==> src/rtl/glj_pkg.sv <==
// Shared types and constants of the greedy line justifier.
// Used by every module of the block; depends on nothing.
package glj_pkg;

    // Field widths of the input and result requests.
    localparam int LEN_W = 7;
    localparam int SP_W = 6;

    // Line positions up to the largest supported maximum width (128) fit 8 bits.
    localparam int WIDTH_W = 8;
    localparam int SUM_W = 10;

    // Words held per line.
    localparam int LINE_SLOTS = 32;
    localparam int CNT_W = $clog2(LINE_SLOTS + 1);
    localparam int IDX_W = $clog2(LINE_SLOTS);

    // Word buffer shared by the front and the back part.
    localparam int BUF_DEPTH = 64;
    localparam int ADDR_W = $clog2(BUF_DEPTH);
    localparam int PTR_W = ADDR_W + 1;

    // Command queue between the two parts.
    localparam int QDEPTH = 4;
    localparam int QPTR_W = $clog2(QDEPTH);

    // Defaults.
    localparam int MAX_WIDTH_DEF = 64;
    localparam logic [LEN_W-1:0] WIDTH_RESET = 7'd16;

    typedef struct packed {
        logic [LEN_W-1:0] word_length;
        logic             last_word;
    } glj_in_t;

    typedef struct packed {
        logic [LEN_W-1:0] out_length;
        logic [SP_W-1:0]  spaces_after;
        logic             line_end;
        logic             text_end;
        logic             too_long;
        logic             run_last;
    } glj_out_t;

    // One buffered line that is to be emitted.
    typedef struct packed {
        logic               valid;
        logic               final_line;
        logic [ADDR_W-1:0]  base;
        logic [CNT_W-1:0]   n;
        logic [WIDTH_W-1:0] chars;
    } glj_flush_t;

    // Everything one input request causes, in emission order:
    // the too_long result, then flush f0, then flush f1.
    typedef struct packed {
        logic       too_long;
        logic       tl_text_end;
        glj_flush_t f0;
        glj_flush_t f1;
    } glj_cmd_t;

    // Write port of the word buffer.
    typedef struct packed {
        logic              en;
        logic [ADDR_W-1:0] addr;
        logic [LEN_W-1:0]  data;
    } glj_wr_t;

endpackage

==> src/rtl/glj_front.sv <==
// Front part: accepts word requests, packs them into lines and issues commands.
// Depends on glj_pkg; writes the word buffer that lives in glj_back.
module glj_front (
    input  logic                        clk,
    input  logic                        rst_n,
    input  logic                        in_valid,
    output logic                        in_ready,
    input  glj_pkg::glj_in_t            in_data,
    input  logic [glj_pkg::WIDTH_W-1:0] eff_width,
    input  logic                        q_full,
    output logic                        q_push,
    output glj_pkg::glj_cmd_t           q_cmd,
    output glj_pkg::glj_wr_t            mem_wr,
    input  logic [glj_pkg::PTR_W-1:0]   done_ptr
);
    import glj_pkg::*;

    logic [CNT_W-1:0]   count_reg, count_next;
    logic [WIDTH_W-1:0] chars_reg, chars_next;
    logic [ADDR_W-1:0]  base_reg, base_next;
    logic [PTR_W-1:0]   wr_ptr_reg, wr_ptr_next;

    logic [PTR_W-1:0]   used;
    logic               accept;
    logic [SUM_W-1:0]   len_s;
    logic [SUM_W-1:0]   w_s;
    logic               too_long;
    logic               need_flush;
    logic [ADDR_W-1:0]  wr_addr;
    logic [ADDR_W-1:0]  line_b;
    logic [CNT_W-1:0]   line_n;
    logic [WIDTH_W-1:0] line_c;

    // Accept while the queue has room and the buffer has a free entry.
    assign used     = wr_ptr_reg - done_ptr;
    assign in_ready = !q_full && (used != PTR_W'(BUF_DEPTH));
    assign accept   = in_valid && in_ready;

    // Classify the word against the line width and the open line.
    assign len_s      = SUM_W'(in_data.word_length);
    assign w_s        = SUM_W'(eff_width);
    assign too_long   = len_s > w_s;
    assign need_flush = (count_reg != '0) &&
                        ((SUM_W'(chars_reg) + SUM_W'(count_reg) + len_s > w_s) ||
                         (count_reg >= CNT_W'(LINE_SLOTS)));
    assign wr_addr    = wr_ptr_reg[ADDR_W-1:0];

    // The open line after this word has been added.
    always_comb
    begin
        if (need_flush)
        begin
            line_b = wr_addr;
            line_n = CNT_W'(1);
            line_c = WIDTH_W'(in_data.word_length);
        end
        else
        begin
            line_b = base_reg;
            line_n = count_reg + CNT_W'(1);
            line_c = chars_reg + WIDTH_W'(in_data.word_length);
        end
    end

    // Command building and line state update.
    always_comb
    begin
        count_next  = count_reg;
        chars_next  = chars_reg;
        base_next   = base_reg;
        wr_ptr_next = wr_ptr_reg;
        q_push      = 1'b0;
        q_cmd       = '0;
        mem_wr.en   = 1'b0;
        mem_wr.addr = wr_addr;
        mem_wr.data = in_data.word_length;
        if (accept)
        begin
            if (too_long)
            begin
                q_push            = 1'b1;
                q_cmd.too_long    = 1'b1;
                q_cmd.tl_text_end = in_data.last_word && (count_reg == '0);
                if (in_data.last_word && (count_reg != '0))
                begin
                    q_cmd.f0.valid      = 1'b1;
                    q_cmd.f0.final_line = 1'b1;
                    q_cmd.f0.base       = base_reg;
                    q_cmd.f0.n          = count_reg;
                    q_cmd.f0.chars      = chars_reg;
                    count_next          = '0;
                    chars_next          = '0;
                    base_next           = wr_addr;
                end
            end
            else
            begin
                mem_wr.en   = 1'b1;
                wr_ptr_next = wr_ptr_reg + PTR_W'(1);
                if (need_flush)
                begin
                    q_cmd.f0.valid = 1'b1;
                    q_cmd.f0.base  = base_reg;
                    q_cmd.f0.n     = count_reg;
                    q_cmd.f0.chars = chars_reg;
                end
                if (in_data.last_word)
                begin
                    q_push              = 1'b1;
                    q_cmd.f1.valid      = 1'b1;
                    q_cmd.f1.final_line = 1'b1;
                    q_cmd.f1.base       = line_b;
                    q_cmd.f1.n          = line_n;
                    q_cmd.f1.chars      = line_c;
                    count_next          = '0;
                    chars_next          = '0;
                    base_next           = wr_addr + ADDR_W'(1);
                end
                else
                begin
                    q_push     = need_flush;
                    count_next = line_n;
                    chars_next = line_c;
                    base_next  = line_b;
                end
            end
        end
    end

    // Line state registers.
    always_ff @(posedge clk or negedge rst_n)
    begin
        if (!rst_n)
        begin
            count_reg  <= '0;
            chars_reg  <= '0;
            base_reg   <= '0;
            wr_ptr_reg <= '0;
        end
        else
        begin
            count_reg  <= count_next;
            chars_reg  <= chars_next;
            base_reg   <= base_next;
            wr_ptr_reg <= wr_ptr_next;
        end
    end

endmodule

==> src/rtl/glj_queue.sv <==
// Short command queue that decouples the front part from the back part.
// Depends on glj_pkg for the command type and the depth.
module glj_queue (
    input  logic              clk,
    input  logic              rst_n,
    input  logic              push,
    input  glj_pkg::glj_cmd_t push_cmd,
    input  logic              pop,
    output glj_pkg::glj_cmd_t head,
    output logic              empty,
    output logic              full
);
    import glj_pkg::*;

    glj_cmd_t            entry_reg [QDEPTH];
    logic [QPTR_W-1:0]   wr_ptr_reg;
    logic [QPTR_W-1:0]   rd_ptr_reg;
    logic [QPTR_W:0]     cnt_reg;

    assign head  = entry_reg[rd_ptr_reg];
    assign empty = (cnt_reg == '0);
    assign full  = (cnt_reg == (QPTR_W + 1)'(QDEPTH));

    // Entry storage; payload needs no reset.
    always_ff @(posedge clk)
    begin
        if (push)
        begin
            entry_reg[wr_ptr_reg] <= push_cmd;
        end
    end

    // Pointers and fill count.
    always_ff @(posedge clk or negedge rst_n)
    begin
        if (!rst_n)
        begin
            wr_ptr_reg <= '0;
            rd_ptr_reg <= '0;
            cnt_reg    <= '0;
        end
        else
        begin
            if (push)
            begin
                wr_ptr_reg <= wr_ptr_reg + QPTR_W'(1);
            end
            if (pop)
            begin
                rd_ptr_reg <= rd_ptr_reg + QPTR_W'(1);
            end
            if (push && !pop)
            begin
                cnt_reg <= cnt_reg + (QPTR_W + 1)'(1);
            end
            else if (pop && !push)
            begin
                cnt_reg <= cnt_reg - (QPTR_W + 1)'(1);
            end
        end
    end

endmodule

==> src/rtl/glj_div.sv <==
// Restoring divider, one quotient bit per cycle, for the spare-space split.
// Depends on glj_pkg for the divisor width.
module glj_div #(
    parameter int DVD_W = 7
) (
    input  logic                      clk,
    input  logic                      rst_n,
    input  logic                      start,
    input  logic [DVD_W-1:0]          dividend,
    input  logic [glj_pkg::IDX_W-1:0] divisor,
    output logic                      done,
    output logic [DVD_W-1:0]          quotient,
    output logic [glj_pkg::IDX_W-1:0] remainder
);
    import glj_pkg::*;

    localparam int STEP_W = $clog2(DVD_W + 1);

    logic [IDX_W-1:0]  rem_reg, rem_next;
    logic [DVD_W-1:0]  quo_reg, quo_next;
    logic [STEP_W-1:0] step_reg, step_next;
    logic              busy_reg, busy_next;
    logic              done_reg, done_next;
    logic [IDX_W:0]    trial;
    logic [IDX_W:0]    diff;

    assign trial = {rem_reg, quo_reg[DVD_W-1]};
    assign diff  = trial - {1'b0, divisor};

    // One shift-and-subtract step per cycle.
    always_comb
    begin
        rem_next  = rem_reg;
        quo_next  = quo_reg;
        step_next = step_reg;
        busy_next = busy_reg;
        done_next = 1'b0;
        if (start)
        begin
            rem_next  = '0;
            quo_next  = dividend;
            step_next = STEP_W'(DVD_W);
            busy_next = 1'b1;
        end
        else if (busy_reg)
        begin
            if (trial >= {1'b0, divisor})
            begin
                rem_next = diff[IDX_W-1:0];
                quo_next = {quo_reg[DVD_W-2:0], 1'b1};
            end
            else
            begin
                rem_next = trial[IDX_W-1:0];
                quo_next = {quo_reg[DVD_W-2:0], 1'b0};
            end
            step_next = step_reg - STEP_W'(1);
            if (step_reg == STEP_W'(1))
            begin
                busy_next = 1'b0;
                done_next = 1'b1;
            end
        end
    end

    always_ff @(posedge clk or negedge rst_n)
    begin
        if (!rst_n)
        begin
            busy_reg <= 1'b0;
            done_reg <= 1'b0;
            step_reg <= '0;
        end
        else
        begin
            busy_reg <= busy_next;
            done_reg <= done_next;
            step_reg <= step_next;
        end
    end

    // Datapath registers.
    always_ff @(posedge clk)
    begin
        rem_reg <= rem_next;
        quo_reg <= quo_next;
    end

    assign done      = done_reg;
    assign quotient  = quo_reg;
    assign remainder = rem_reg;

endmodule

==> src/rtl/glj_back.sv <==
// Back part: takes commands from the queue and emits one result per word.
// Depends on glj_pkg and glj_div; holds the word buffer written by glj_front.
module glj_back #(
    parameter int MAX_WIDTH = glj_pkg::MAX_WIDTH_DEF
) (
    input  logic                        clk,
    input  logic                        rst_n,
    input  logic [glj_pkg::WIDTH_W-1:0] eff_width,
    input  logic                        q_empty,
    input  glj_pkg::glj_cmd_t           q_head,
    output logic                        q_pop,
    input  glj_pkg::glj_wr_t            mem_wr,
    output logic [glj_pkg::PTR_W-1:0]   done_ptr,
    output logic                        out_valid,
    input  logic                        out_ready,
    output glj_pkg::glj_out_t           out_data
);
    import glj_pkg::*;

    localparam int DVD_W = $clog2(MAX_WIDTH + 1);

    typedef enum logic [4:0] {
        B_IDLE  = 5'b00001,
        B_TL    = 5'b00010,
        B_SETUP = 5'b00100,
        B_DIV   = 5'b01000,
        B_WORD  = 5'b10000
    } back_state_t;

    back_state_t       state_reg, state_next;
    glj_cmd_t          cmd_reg, cmd_next;
    logic              sel_reg, sel_next;
    logic [CNT_W-1:0]  i_reg, i_next;
    logic              left_reg, left_next;
    logic              over_reg, over_next;
    logic [SP_W-1:0]   pad_reg, pad_next;
    logic [SP_W-1:0]   q_reg, q_next;
    logic [IDX_W-1:0]  r_reg, r_next;
    logic [PTR_W-1:0]  done_ptr_reg, done_ptr_next;
    logic              out_valid_reg, out_valid_next;
    glj_out_t          out_reg, out_next;

    logic [LEN_W-1:0]  buf_mem [BUF_DEPTH];
    logic [LEN_W-1:0]  rd_data_reg;
    logic              rd_en;
    logic [ADDR_W-1:0] rd_addr;

    glj_flush_t        fl;
    logic              slot_free;
    logic [SUM_W-1:0]  w_s;
    logic              over;
    logic              left;
    logic [SUM_W-1:0]  pad;
    logic [WIDTH_W-1:0] spare;
    logic [CNT_W-1:0]  gaps;
    logic              is_end;
    logic [SP_W-1:0]   sp;
    logic              div_start;
    logic              div_done;
    logic [DVD_W-1:0]  div_q;
    logic [IDX_W-1:0]  div_r;

    // Word buffer: one write port from the front, one registered read port.
    always_ff @(posedge clk)
    begin
        if (mem_wr.en)
        begin
            buf_mem[mem_wr.addr] <= mem_wr.data;
        end
        if (rd_en)
        begin
            rd_data_reg <= buf_mem[rd_addr];
        end
    end

    // The flush being worked on and its line geometry.
    assign fl        = sel_reg ? cmd_reg.f1 : cmd_reg.f0;
    assign slot_free = !out_valid_reg || out_ready;
    assign w_s       = SUM_W'(eff_width);
    assign gaps      = fl.n - CNT_W'(1);
    assign over      = (SUM_W'(fl.chars) + SUM_W'(gaps)) > w_s;
    assign left      = fl.final_line || (fl.n == CNT_W'(1)) || over;
    assign pad       = w_s - SUM_W'(fl.chars) - SUM_W'(gaps);
    assign spare     = eff_width - fl.chars;
    assign is_end    = (i_reg == gaps);

    // Spaces after the current word.
    always_comb
    begin
        if (left_reg)
        begin
            if (!is_end)
            begin
                sp = SP_W'(1);
            end
            else if (over_reg)
            begin
                sp = '0;
            end
            else
            begin
                sp = pad_reg;
            end
        end
        else if (is_end)
        begin
            sp = '0;
        end
        else if (i_reg < CNT_W'(r_reg))
        begin
            sp = q_reg + SP_W'(1);
        end
        else
        begin
            sp = q_reg;
        end
    end

    glj_div #(
        .DVD_W (DVD_W)
    ) u_div (
        .clk       (clk),
        .rst_n     (rst_n),
        .start     (div_start),
        .dividend  (DVD_W'(spare)),
        .divisor   (gaps[IDX_W-1:0]),
        .done      (div_done),
        .quotient  (div_q),
        .remainder (div_r)
    );

    // Sequencer over commands, lines and words.
    always_comb
    begin
        state_next     = state_reg;
        cmd_next       = cmd_reg;
        sel_next       = sel_reg;
        i_next         = i_reg;
        left_next      = left_reg;
        over_next      = over_reg;
        pad_next       = pad_reg;
        q_next         = q_reg;
        r_next         = r_reg;
        done_ptr_next  = done_ptr_reg;
        out_next       = out_reg;
        out_valid_next = out_valid_reg && !out_ready;
        q_pop          = 1'b0;
        rd_en          = 1'b0;
        rd_addr        = fl.base;
        div_start      = 1'b0;
        unique case (state_reg)
            B_IDLE:
            begin
                if (!q_empty)
                begin
                    q_pop    = 1'b1;
                    cmd_next = q_head;
                    sel_next = !q_head.f0.valid;
                    state_next = q_head.too_long ? B_TL : B_SETUP;
                end
            end
            B_TL:
            begin
                if (slot_free)
                begin
                    out_valid_next = 1'b1;
                    out_next       = '0;
                    out_next.too_long = 1'b1;
                    out_next.text_end = cmd_reg.tl_text_end;
                    out_next.run_last = !cmd_reg.f0.valid && !cmd_reg.f1.valid;
                    sel_next   = 1'b0;
                    state_next = cmd_reg.f0.valid ? B_SETUP : B_IDLE;
                end
            end
            B_SETUP:
            begin
                // Fetch the first word and fix the spacing mode of the line.
                rd_en     = 1'b1;
                rd_addr   = fl.base;
                i_next    = '0;
                left_next = left;
                over_next = over;
                pad_next  = pad[SP_W-1:0];
                if (left)
                begin
                    state_next = B_WORD;
                end
                else
                begin
                    div_start  = 1'b1;
                    state_next = B_DIV;
                end
            end
            B_DIV:
            begin
                if (div_done)
                begin
                    q_next     = SP_W'(div_q);
                    r_next     = div_r;
                    state_next = B_WORD;
                end
            end
            B_WORD:
            begin
                if (slot_free)
                begin
                    out_valid_next        = 1'b1;
                    out_next.out_length   = rd_data_reg;
                    out_next.spaces_after = sp;
                    out_next.line_end     = is_end;
                    out_next.text_end     = fl.final_line && is_end;
                    out_next.too_long     = 1'b0;
                    out_next.run_last     = is_end && (sel_reg || !cmd_reg.f1.valid);
                    // Prefetch the next word of the line.
                    rd_en   = 1'b1;
                    rd_addr = fl.base + ADDR_W'(i_reg) + ADDR_W'(1);
                    i_next  = i_reg + CNT_W'(1);
                    if (is_end)
                    begin
                        done_ptr_next = done_ptr_reg + PTR_W'(fl.n);
                        if (!sel_reg && cmd_reg.f1.valid)
                        begin
                            sel_next   = 1'b1;
                            state_next = B_SETUP;
                        end
                        else
                        begin
                            state_next = B_IDLE;
                        end
                    end
                end
            end
            default:
            begin
                state_next = B_IDLE;
            end
        endcase
    end

    // Control registers.
    always_ff @(posedge clk or negedge rst_n)
    begin
        if (!rst_n)
        begin
            state_reg     <= B_IDLE;
            sel_reg       <= 1'b0;
            i_reg         <= '0;
            done_ptr_reg  <= '0;
            out_valid_reg <= 1'b0;
        end
        else
        begin
            state_reg     <= state_next;
            sel_reg       <= sel_next;
            i_reg         <= i_next;
            done_ptr_reg  <= done_ptr_next;
            out_valid_reg <= out_valid_next;
        end
    end

    // Payload registers.
    always_ff @(posedge clk)
    begin
        cmd_reg  <= cmd_next;
        left_reg <= left_next;
        over_reg <= over_next;
        pad_reg  <= pad_next;
        q_reg    <= q_next;
        r_reg    <= r_next;
        out_reg  <= out_next;
    end

    assign done_ptr  = done_ptr_reg;
    assign out_valid = out_valid_reg;
    assign out_data  = out_reg;

endmodule

==> src/rtl/greedy_line_justifier_core.sv <==
// Top level of the greedy line justifier: width register, front, queue, back.
// Depends on glj_pkg, glj_front, glj_queue and glj_back.

// Word lengths come in one request per cycle, unless in_ready is low, and are
// packed greedily into lines of line_width positions; each closed line comes
// out as one result request per word with the spaces that follow it. The back
// part runs on its own behind a four-entry command queue and a 64-word buffer:
// it takes each command from the queue, then for each line fetches its first
// word, runs the bit-serial divider for a fully justified line, and emits its
// words in order. A dropped word adds a too_long result of its own, emitted
// before the lines of its command. Input stalls only when the queue or the
// word buffer is full.
module greedy_line_justifier_core #(
    parameter int MAX_WIDTH = glj_pkg::MAX_WIDTH_DEF
) (
    input  logic                      clk,
    input  logic                      rst_n,
    input  logic                      in_valid,
    output logic                      in_ready,
    input  glj_pkg::glj_in_t          in_data,
    output logic                      out_valid,
    input  logic                      out_ready,
    output glj_pkg::glj_out_t         out_data,
    input  logic                      cfg_wr_en,
    input  logic [glj_pkg::LEN_W-1:0] cfg_wr_data
);
    import glj_pkg::*;

    logic [LEN_W-1:0]   line_width_reg;
    logic [WIDTH_W-1:0] eff_width;
    logic               q_full;
    logic               q_empty;
    logic               q_push;
    logic               q_pop;
    glj_cmd_t           q_cmd;
    glj_cmd_t           q_head;
    glj_wr_t            mem_wr;
    logic [PTR_W-1:0]   done_ptr;

    // Line width register.
    always_ff @(posedge clk or negedge rst_n)
    begin
        if (!rst_n)
        begin
            line_width_reg <= WIDTH_RESET;
        end
        else if (cfg_wr_en)
        begin
            line_width_reg <= cfg_wr_data;
        end
    end

    // Zero acts as one; widths above the maximum are clamped.
    always_comb
    begin
        if (line_width_reg == '0)
        begin
            eff_width = WIDTH_W'(1);
        end
        else if (WIDTH_W'(line_width_reg) > WIDTH_W'(MAX_WIDTH))
        begin
            eff_width = WIDTH_W'(MAX_WIDTH);
        end
        else
        begin
            eff_width = WIDTH_W'(line_width_reg);
        end
    end

    glj_front u_front (
        .clk       (clk),
        .rst_n     (rst_n),
        .in_valid  (in_valid),
        .in_ready  (in_ready),
        .in_data   (in_data),
        .eff_width (eff_width),
        .q_full    (q_full),
        .q_push    (q_push),
        .q_cmd     (q_cmd),
        .mem_wr    (mem_wr),
        .done_ptr  (done_ptr)
    );

    glj_queue u_queue (
        .clk      (clk),
        .rst_n    (rst_n),
        .push     (q_push),
        .push_cmd (q_cmd),
        .pop      (q_pop),
        .head     (q_head),
        .empty    (q_empty),
        .full     (q_full)
    );

    glj_back #(
        .MAX_WIDTH (MAX_WIDTH)
    ) u_back (
        .clk       (clk),
        .rst_n     (rst_n),
        .eff_width (eff_width),
        .q_empty   (q_empty),
        .q_head    (q_head),
        .q_pop     (q_pop),
        .mem_wr    (mem_wr),
        .done_ptr  (done_ptr),
        .out_valid (out_valid),
        .out_ready (out_ready),
        .out_data  (out_data)
    );

endmodule

==> config.mk <==
export PLATFORM = sky130hd
export DESIGN_NAME = greedy_line_justifier_core
export DESIGN_NICKNAME = d
export VERILOG_FILES = /design/src/rtl/glj_pkg.sv /design/src/rtl/glj_front.sv /design/src/rtl/glj_queue.sv /design/src/rtl/glj_div.sv /design/src/rtl/glj_back.sv /design/src/rtl/greedy_line_justifier_core.sv
export SDC_FILE = /design/constraint.sdc
export NUM_CORES = 1
export LEC_CHECK = 0
export BUFFER_PORTS_ARGS = -buffer_cell sky130_fd_sc_hd__buf_2
export CORE_ASPECT_RATIO = 1.2
export CORE_MARGIN = 2
export CORE_UTILIZATION = 30
export DETAILED_ROUTE_END_ITERATION = 6
export GPL_ROUTABILITY_DRIVEN = 0
export PLACE_DENSITY = 0.41
export SLEW_MARGIN = 20
export SYNTH_ARGS = -nofsm -noshare
export SYNTH_HDL_FRONTEND = slang
export SYNTH_SLANG_ARGS = --single-unit
==> constraint.sdc <==
create_clock -name clk -period 6.3 [get_ports clk]
set_input_delay 1.26 -clock clk [delete_from_list [all_inputs] [get_ports clk]]
set_output_delay 1.26 -clock clk [all_outputs]
set_load 0.01 [all_outputs]
==> metrics.md, run 1 <==
| Metric | Value |
|---|---|
| Largest net degree at the start of global routing | 94 |
| Routed WL | 97800 um |
| Share of layout cells above drive strength 1 | 0.123 |
| Syn Area/Cell | 13.9 um2 |
| Routed vias/inst | 4.94 |
| Yosys warnings | 0 |
| Post-DR wirelength/cell | 23.1 um |
| # rows | 138 |
| Clk pin slew, worst setup/hold paths | 0.06 ns |
| FMAX | 188 MHz |
| Post-synth cell types | 90 |
| Async SR Flop Fraction | 0.0832 |
| Sum Neg Setup Slack | 0 ns |
| Crit-path most repeated cell | ha_1 |
| Final hold violation count | 0 |
| Hold_buf cts | 0 |
| Slew @ Worst Pin | 1.03 ns |
| Register area share after synthesis | 0.658 |
| Die X | 319 um |
| CP required | 6.78 ns |
| Leakage | 14.7 nW |
| Antenna violations before repair | 7 |
| Overall power consumption | 22.4 mW |
| Final period util | 0.843 |
| CTS buffer count | 86 |
| CP delay by family, top | compound AO/OA/AOI/OAI gates |
| Clock Path Buffers | 3 |
| Worst setup margin | 0.991 ns |
| All-Layer GR Usage | 0.160 |
| Initial Util | 0.302 |
| Most frequent cells in the layout | edfxtp_1 (722), nand2_1 (326), mux2i_1 (183), nor2_1 (144), nand3_1 (138) |
| Crit Path Max Fanout | 32 |
| CTS tree | done |
| Fin cells | 4234 |
| RSZ-0062 raised after global routing | no |
| Element type at the critical path start | register |
| DRC Markers | 0 |
| Max stage delay on crit path | 0.86 ns |
| Status | finished clean |
| NumNets Final | 2760 |
| DR vias | 20910 |
| Slew Viols, Final | 0 |
| Synthesized area | 35600 um2 |
| FF+latch count, synth | 793 |
| Max-cap viol count | 0 |
| Initial DRC Count | 1723 |
| Die Y | 381 um |
| Post-route ant nets | 0 |
| Vias in the first global route | 21392 |
| GRT overflow | 0 |
| Die area | 122000 um2 |
| Filler cell count | 11334 |
| Clock latency on the worst-skew pair | 0.67 ns |
| Cell Area, Placed | 37800 um2 |
| Crit-path slowest cell | o21a_1 |
| Area of the core | 118000 um2 |
| Synth Instances | 2559 |
| Place WS | 0.546 ns |
| Inst Count DP | 4078 |
| H-tree depth | 3 |
| Peak supply drop | 0.366 mV |
| CTS Sinks | 793 |
| Worst min path class | register to register |
| Num ports | 39 |
| Worst path arrival time | 5.79 ns |
| Relative slew margins | 0.316 |
| Setup CP Type | register to register |
| Number of I/O port buffers | 38 |
| Design area | 40600 um2 |
| Clock period minus worst slack | 5.31 ns |
| Area Growth Syn to Fin | 14.0% |
| Syn Nets | 2693 |
| Power Dens Cells | 552 nW/um2 |
| Number of synthesized flops with an enable pin | 722 |
| First-pass GRT wire length | 144000 um |
| Final setup fails | 0 |
| Post-CTS Repair Setup Buffers | 0 |
| Clock skew | 0.0356 ns |
| Pre-antenna DRT Iters | 5 |
| Synth Flop Type | edfxtp_1 |
| CP Buf/Inv Count | 2 |
| CP Cell Sequence | ha_1 -> inv_1 -> fa_1 -> xnor2_1 -> ha_1 -> nor2b_1 -> o21a_1 -> o21ai_0 -> nand2b_1 -> a21oi_1 -> xnor2_1 -> ha_1 -> nand3_1 -> o22ai_1 -> o2111a_1 -> a21oi_4 -> buf_4 -> o21a_1 -> and2_1 |
| CP Capture Type | register |
| Max reg flops | 448 |
| Resize count post-CTS | 0 |
| Commonest non-fill, non-tap cell in the layout | edfxtp_1 |
| CTS Root Cell | clkbuf_16 |
| Half-perimeter wire length after placement | 66400 um |
[per-stage QoR]
step	hold slack, ns	utilization
floorplan	0.426	-
global placement	0.438	0.320
detailed placement	0.441	0.320
CTS	0.417	0.344
global route	0.447	0.344
finish	0.456	0.344
[area by class of cell]
class | count | area (um2) | share of cell area
tap | 1540 | 1930 | 0.0475
clock inverter | 38 | 414 | 0.0102
clock buffer | 116 | 2390 | 0.0589
inverter | 91 | 342 | 0.00841
antenna | 2 | 5.00 | 0.000123
sequential | 793 | 23400 | 0.577
multi-input combinational | 1550 | 11300 | 0.279
timing repair buffer | 104 | 763 | 0.0188
[cells by family (layout without fill, tap and decap cells)]
family          count (synthesis)  in the layout  synth area share
simple gates                  815            815             0.108
buf+inv                       216            349            0.0267
fa+ha+maj                     114            114            0.0430
compound gates                297            297            0.0588
other cells                     0              2                 0
mux                           246            246            0.0857
xor+xnor                       78             78            0.0200
flops                         793            793             0.658
[path summary, 6_finish.rpt]
path,startpoint,end,slack (ns),cells after the start
min in group asynchronous,rst_n,line_width_reg[5]$_DFFE_PN0P_,0.47,1
worst max register to register,u_front.count_reg[0]$_DFFE_PN0P_,u_queue.entry_reg[1][25]$_DFFE_PP_,0.99,19
worst min-delay path,u_back.u_div.quotient[1]$_DFFE_PP_,u_back.q_reg[1]$_DFFE_PP_,0.46,0
worst max-delay path,u_front.count_reg[0]$_DFFE_PN0P_,u_queue.entry_reg[1][25]$_DFFE_PP_,0.99,19
worst min register to register,u_back.u_div.quotient[1]$_DFFE_PP_,u_back.q_reg[1]$_DFFE_PP_,0.46,0
max in group asynchronous,rst_n,u_queue.rd_ptr_reg[1]$_DFFE_PN0P_,4.64,2
[synthesized netlist by cell type (14+ instances only)]
cell type / instances / area (um2)
fa_1: 14 / 280
and2_1: 26 / 163
inv_1: 90 / 338
mux2_2: 16 / 180
o21ai_0: 54 / 270
a32oi_1: 14 / 123
mux2i_1: 183 / 1830
and3_1: 45 / 282
mux4_2: 45 / 1010
a311oi_1: 30 / 263
nor2_1: 145 / 544
buf_2: 44 / 220
ha_1: 100 / 1250
edfxtp_1: 722 / 21700
xnor2_1: 48 / 420
nor3_1: 21 / 105
nand2_1: 326 / 1220
a211oi_1: 25 / 188
nand3_1: 138 / 691
clkbuf_1: 50 / 188
a31oi_1: 15 / 93.8
dfrtp_1: 64 / 1600
nor2b_1: 25 / 156
a21o_1: 21 / 158
a21oi_1: 36 / 180
xor2_1: 28 / 245
[where the power goes]
group / internal, mW / total (mW) / switching (mW)
logic: 3.82 / 10.1 / 6.28
registers: 6.73 / 7.25 / 0.516
clock network: 2.99 / 5.06 / 2.07
total: 13.5 / 22.4 / 8.87
[routing by layer]
metal | up-vias | part of all wire | global-route usage
met5 | - | 0.00029 | 0
met4 | 4 | 0.024 | 0.0455
met3 | 136 | 0.040 | 0.0267
met2 | 393 | 0.50 | 0.278
met1 | 10663 | 0.43 | 0.206
li1 | 9714 | - | -
(Power assumes the default switching activity.)
==> inputs of run 2 (changes only) <==
--- a/config.mk
+++ b/config.mk
@@ -11,7 +11,7 @@
 export CORE_UTILIZATION = 30
 export DETAILED_ROUTE_END_ITERATION = 6
 export GPL_ROUTABILITY_DRIVEN = 0
-export PLACE_DENSITY = 0.41
+export PLACE_DENSITY = 0.42
 export SLEW_MARGIN = 20
 export SYNTH_ARGS = -nofsm -noshare
 export SYNTH_HDL_FRONTEND = slang
==> constraint.sdc (replaced) <==
create_clock -name clk -period 4.45 [get_ports clk]
set_input_delay 0.89 -clock clk [delete_from_list [all_inputs] [get_ports clk]]
set_output_delay 0.89 -clock clk [all_outputs]
set_load 0.01 [all_outputs]
==> metrics.md, run 2 (synthesis results as in run 1) <==
| Metric | Value |
|---|---|
| Antenna violations before repair | 7 (unchanged) |
| Sum Neg Setup Slack | -1.04 ns (-1.04 ns) |
| Peak supply drop | 0.432 mV (+18%) |
| H-tree depth | 3 (unchanged) |
| Power Dens Cells | 791 nW/um2 (+43%) |
| Clk pin slew, worst setup/hold paths | 0.06 ns (about the same) |
| CP Capture Type | register |
| Final period util | 1.02 (+0.180) |
| Die Y | 381 um (unchanged) |
| Initial DRC Count | 1598 (-7.3%) |
| Number of I/O port buffers | 38 (unchanged) |
| Sw Ratio | 0.391 (-0.00527) |
| Clock period minus worst slack | 4.55 ns (-0.756 ns) |
| CTS Sinks | 793 (unchanged) |
| DRC Markers | 0 (unchanged) |
| Share of layout cells above drive strength 1 | 0.202 (+0.0791) |
| Hold_buf cts | 0 (unchanged) |
| CTS tree | done |
| DR vias | 21595 (+3.3%) |
| RSZ-0062 raised after global routing | yes |
| Reg2reg setup slack | -0.10 ns (-1.09 ns) |
| Clock Path Buffers | 3 (unchanged) |
| Routed vias/inst | 4.86 (-1.6%) |
| Initial Util | 0.302 (unchanged) |
| NumNets Final | 2969 (+7.6%) |
| Leakage | 15.9 nW (+8.2%) |
| CTS buffer count | 83 (-3.5%) |
| All-Layer GR Usage | 0.163 (+0.00275) |
| Clock skew | 0.0422 ns (+0.00663 ns) |
| Design area | 42800 um2 (+5.4%) |
| # rows | 138 (unchanged) |
| Final setup fails | 57 (+57) |
| Fin cells | 4446 (+5.0%) |
| Post-DR wirelength/cell | 22.5 um (-2.4%) |
| Area of the core | 118000 um2 (unchanged) |
| Area Growth Syn to Fin | 20.1% |
| Crit Path Max Fanout | 3 (-91%) |
| Largest net degree at the start of global routing | 68 (-28%) |
| Clock latency on the worst-skew pair | 0.69 ns (+0.02 ns) |
| CTS Root Cell | clkbuf_16 |
| Half-perimeter wire length after placement | 68200 um (+2.6%) |
| Die X | 319 um (unchanged) |
| Failing checks | negative setup slack |
| Clock Power Share | 0.214 (-0.012) |
| Setup CP Type | register to register |
| Final hold violation count | 0 (unchanged) |
| Worst path arrival time | 5.09 ns (-0.70 ns) |
| Reg power frac | 0.302 (-0.022) |
| Max reg flops | 448 (unchanged) |
| Most frequent cells in the layout | edfxtp_1 (722), nand2_1 (326), buf_4 (241), mux2i_1 (177), nor2_1 (142) |
| Int Pwr | 20.6 mW (+52%) |
| Reg2reg start | u_front.chars_reg[0]$_DFFE_PN0P_ |
| Cell Area, Placed | 39500 um2 (+4.7%) |
| Pre-antenna DRT Iters | 5 (unchanged) |
| Relative slew margins | 0.420 (+0.105) |
| Slew @ Worst Pin | 0.869 ns (-0.157 ns) |
| Post-route ant nets | 0 (unchanged) |
| Commonest non-fill, non-tap cell in the layout | edfxtp_1 |
| Max-cap viol count | 0 (unchanged) |
| Critical R2R Capture | u_queue.cnt_reg[1]$_DFFE_PN0P_ |
| FMAX | 220 MHz (+17%) |
| Inst Count DP | 4277 (+4.9%) |
| Filler cell count | 11295 (-0.34%) |
| Worst min path class | input pin to asynchronous set/reset pin |
| Vias in the first global route | 22172 (+3.6%) |
| Place WS | -0.459 ns (-1.01 ns) |
| Worst setup margin | -0.103 ns (-1.09 ns) |
| Die area | 122000 um2 (unchanged) |
| Routed WL | 100000 um (+2.5%) |
| GRT overflow | 0 (unchanged) |
| Status | complete, but fails checks |
| P_sw | 13.2 mW (+49%) |
| CP required | 4.99 ns (-1.79 ns) |
| Slew Viols, Final | 0 (unchanged) |
| Fin util | 0.363 (+0.0185) |
| First-pass GRT wire length | 147000 um (+1.9%) |
| Element type at the critical path start | register |
| Combinational Power Share | 0.485 (+0.034) |
| Num ports | 39 (unchanged) |
| R2r worst-path depth | 20 (+1) |
## run 2: worst max-delay path by stage
stage,from,to,slack [ns],depth (start not counted)
6_report,u_front.chars_reg[0]$_DFFE_PN0P_,u_queue.cnt_reg[1]$_DFFE_PN0P_,-0.10,20
3_5_place_dp,in_data[1],u_queue.cnt_reg[1]$_DFFE_PN0P_,-0.46,20
3_3_place_gp,in_data[1],u_queue.cnt_reg[1]$_DFFE_PN0P_,-0.54,20
2_1_floorplan,u_front.count_reg[0]$_DFFE_PN0P_,u_queue.cnt_reg[1]$_DFFE_PN0P_,0.002,21
5_1_grt,u_front.chars_reg[0]$_DFFE_PN0P_,u_queue.cnt_reg[1]$_DFFE_PN0P_,-0.23,20
4_1_cts,u_front.chars_reg[0]$_DFFE_PN0P_,u_queue.cnt_reg[1]$_DFFE_PN0P_,-0.05,20
## run 2: layer usage
layer / share of wire / global-route usage / wire length [um]
met3: 0.036 / 0.0245 / 3620
met1: 0.44 / 0.214 / 44600
met5: 0.00048 / 0 / 48
met2: 0.49 / 0.274 / 48900
met4: 0.030 / 0.0584 / 3030
## run 2: power by group through the flow
stage	combinational [mW]	sequential [mW]	clock (mW)
floorplan	10.1	10.0	0
global placement	15.9	10.3	0
detailed placement	16.0	10.4	0
CTS	16.3	10.2	7.45
global route	17.9	10.3	7.71
finish	16.4	10.2	7.23
## run 2: layout make-up
type | count | area (um2) | area share
antenna | 1 | 2.50 | 0.0000585
clock buffer | 103 | 2180 | 0.0510
clock inverter | 52 | 658 | 0.0154
inverter | 91 | 342 | 0.00798
multi-input combinational | 1551 | 11600 | 0.270
sequential | 793 | 23400 | 0.548
tap | 1540 | 1930 | 0.0450
timing repair buffer | 315 | 2680 | 0.0625
## run 2: critical path: stages (launching register included)
cell and delay (ns):
dfrtp_1 0.36, ha_2 0.19, inv_2 0.04, fa_2 0.39, xnor2_2 0.16, ha_1 0.30, nor2b_1 0.14, o21a_1 0.19
o21ai_2 0.18, nand2b_1 0.08, a21oi_2 0.15, xnor2_1 0.15, ha_2 0.33, o22ai_1 0.16, o2111a_2 0.27, a21oi_4 0.06
o31a_1 0.30, ha_2 0.20, inv_2 0.07, fa_2 0.43, mux2_2 0.27
## run 2: metrics by stage
| step | hold WS [ns] | power (mW) |
|---|---|---|
| finish | 0.276 | 33.8 |
| global route | 0.294 | 35.9 |
| CTS | 0.253 | 33.9 |
| detailed placement | 0.436 | 26.4 |
| global placement | 0.439 | 26.2 |
| floorplan | 0.426 | 20.1 |
## run 2: repair_timing
item | CTS | global route
setup buffers | 4 | 5
gates resized for setup | 22 | 39
pin swaps | 9 | 19
setup endpoints to repair | 309 | 324
gates cloned | 1 | 4
==> inputs of run 3 (changes only) <==
--- a/config.mk
+++ b/config.mk
@@ -11,7 +11,7 @@
 export CORE_UTILIZATION = 30
 export DETAILED_ROUTE_END_ITERATION = 6
 export GPL_ROUTABILITY_DRIVEN = 0
-export PLACE_DENSITY = 0.42
+export PLACE_DENSITY = 0.41
 export SLEW_MARGIN = 20
 export SYNTH_ARGS = -nofsm -noshare
 export SYNTH_HDL_FRONTEND = slang
==> constraint.sdc (replaced) <==
create_clock -name clk -period 4.98 [get_ports clk]
set_input_delay 0.996 -clock clk [delete_from_list [all_inputs] [get_ports clk]]
set_output_delay 0.996 -clock clk [all_outputs]
set_load 0.01 [all_outputs]
==> metrics.md, run 3 (synthesis results as in run 1) <==
| Metric | Value |
|---|---|
| Final hold violation count | 0 (unchanged) |
| CP Cell Sequence | buf_4 -> mux2i_1 -> buf_4 -> ha_1 -> fa_1 -> nand4_1 -> nand2_4 -> buf_4 -> nand2_1 -> a311oi_1 -> o32ai_1 -> buf_4 -> and4b_1 |
| Crit Path Max Fanout | 28 (+25) |
| Area occupied by multi-input gates | 11300 um2 (-1.8%) |
| Clock latency on the worst-skew pair | 0.67 ns (-0.02 ns) |
| Crit-path most repeated cell | buf_4 |
| First-pass GRT wire length | 146000 um (-0.52%) |
| Clock skew | 0.0373 ns (-0.00486 ns) |
| Clock period minus worst slack | 4.79 ns (+0.240 ns) |
| RSZ-0062 raised after global routing | no |
| Element type at the critical path start | register |
| Worst path arrival time | 5.31 ns (+0.22 ns) |
| Initial Util | 0.302 (unchanged) |
| Commonest non-fill, non-tap cell in the layout | edfxtp_1 |
| CP delay by family, top | simple AND/OR/NAND/NOR gates |
| H-tree depth | 3 (unchanged) |
| Number of I/O port buffers | 38 (unchanged) |
| Max-cap viol count | 0 (unchanged) |
| # rows | 138 (unchanged) |
| Slew @ Worst Pin | 1.06 ns (+0.192 ns) |
| Vias in the first global route | 21996 (-0.79%) |
| CTS Root Cell | clkbuf_16 |
| CP Capture Type | register |
| DRC Markers | 0 (unchanged) |
| DR vias | 21318 (-1.3%) |
| Area Growth Syn to Fin | 16.5% |
| NumNets Final | 2868 (-3.4%) |
| Setup CP Type | register to register |
| Num ports | 39 (unchanged) |
| Post-DR wirelength/cell | 22.9 um (+1.5%) |
| All-Layer GR Usage | 0.163 (-0.000492) |
| Filler cell count | 11349 (+0.48%) |
| Seq. cell area | 23400 um2 (about the same) |
| Final period util | 0.962 (-0.0607) |
| Die Y | 381 um (unchanged) |
| Area of the core | 118000 um2 (unchanged) |
| Routed WL | 99300 um (-0.82%) |
| Max reg flops | 448 (unchanged) |
| Half-perimeter wire length after placement | 67500 um (-0.95%) |
| Largest net degree at the start of global routing | 90 (+32%) |
| CTS tree | done |
| CP required | 5.50 ns (+0.51 ns) |
| Cell Area, Placed | 38700 um2 (-2.1%) |
| FMAX | 209 MHz (-5.0%) |
| Sum Neg Setup Slack | 0 ns (+1.04 ns) |
| Slew Viols, Final | 0 (unchanged) |
| CTS buffer count | 84 (+1.2%) |
| Relative slew margins | 0.292 (-0.128) |
| Crit-path slowest cell | a311oi_1 |
| Power Dens Cells | 691 nW/um2 (-13%) |
| Pre-antenna DRT Iters | 5 (unchanged) |
| Clk pin slew, worst setup/hold paths | 0.06 ns (about the same) |
| Status | finished clean |
| Max stage delay on crit path | 0.51 ns (+0.08 ns) |
| Die X | 319 um (unchanged) |
| Die area | 122000 um2 (unchanged) |
| Share of layout cells above drive strength 1 | 0.163 (-0.0394) |
| CP Buf/Inv Count | 4 (+2) |
| Worst min path class | input pin to asynchronous set/reset pin |
| Peak supply drop | 0.291 mV (-33%) |
| GRT overflow | 0 (unchanged) |
| Initial DRC Count | 1697 (+6.2%) |
| CTS Sinks | 793 (unchanged) |
| Routed vias/inst | 4.91 (+1.0%) |
| Antenna violations before repair | 8 (+1) |
| Design area | 41500 um2 (-3.0%) |
| Hold_buf cts | 0 (unchanged) |
| Clock Path Buffers | 3 (unchanged) |
| Final setup fails | 0 (-100%) |
| Most frequent cells in the layout | edfxtp_1 (722), nand2_1 (326), mux2i_1 (183), buf_4 (160), nor2_1 (142) |
| Leakage | 15.2 nW (-4.1%) |
| Post-route ant nets | 0 (unchanged) |
## run 3: power by group
group / total [mW] / switching (mW) / leakage (nW) / internal, mW
Clock: 6.15 / 2.65 / 1.31 / 3.50
Sequential: 9.13 / 0.612 / 7.47 / 8.52
Combinational: 13.4 / 8.16 / 6.45 / 5.23
Total: 28.7 / 11.4 / 15.2 / 17.2
## run 3: worst paths after layout
| path | depth (start not counted) | end | start | slack [ns] |
|---|---|---|---|---|
| hold reg to reg | 0 | u_back.q_reg[3]$_DFFE_PP_ | u_back.u_div.quotient[3]$_DFFE_PP_ | 0.45 |
| min in group clk | 0 | u_back.q_reg[3]$_DFFE_PP_ | u_back.u_div.quotient[3]$_DFFE_PP_ | 0.45 |
| setup reg to reg | 13 | u_back.rd_data_reg[6]$_DFFE_PP_ | u_back.sel_reg$_DFFE_PN0P_ | 0.19 |
| setup / recovery | 13 | u_back.rd_data_reg[6]$_DFFE_PP_ | u_back.sel_reg$_DFFE_PN0P_ | 0.19 |
| max in group asynchronous | 2 | u_back.state_reg[0]$_DFFE_PN1P_ | rst_n | 3.62 |
| hold / removal | 1 | u_queue.rd_ptr_reg[0]$_DFFE_PN0P_ | rst_n | 0.35 |
## run 3: metal layers
| metal | vias up | track usage | wire (um) |
|---|---|---|---|
| met5 | - | 0 | 14 |
| met4 | 4 | 0.0608 | 3250 |
| met3 | 149 | 0.0307 | 4670 |
| met2 | 487 | 0.273 | 48200 |
| met1 | 10744 | 0.208 | 43200 |
| li1 | 9934 | - | - |
## run 3: area by class of cell
class / instances / share of cell area
inverter: 91 / 0.00823
sequential: 793 / 0.565
timing repair buffer: 214 / 0.0416
clock buffer: 103 / 0.0544
antenna: 1 / 0.0000603
clock inverter: 52 / 0.0106
multi-input combinational: 1550 / 0.273
tap: 1540 / 0.0464
## run 3: timing repair
action	in CTS	in global routing
setup buffers	0	2
endpoints found under the setup margin	0	310
resized for setup	0	13
## run 3: stage by stage
| step | cells | total power, mW | setup slack [ns] | hold slack (ns) | util |
|---|---|---|---|---|---|
| 2_1_floorplan | 2559 | 17.9 | 0.150 | 0.426 | - |
| 3_3_place_gp | 4186 | 22.6 | 0.0133 | 0.436 | 0.328 |
| 3_5_place_dp | 4186 | 22.8 | 0.0354 | 0.434 | 0.328 |
| 4_1_cts | 4341 | 29.0 | 0.105 | 0.341 | 0.351 |
| 5_1_grt | 4343 | 30.5 | 0.00607 | 0.387 | 0.352 |
| 6_report | 4344 | 28.7 | 0.187 | 0.354 | 0.352 |
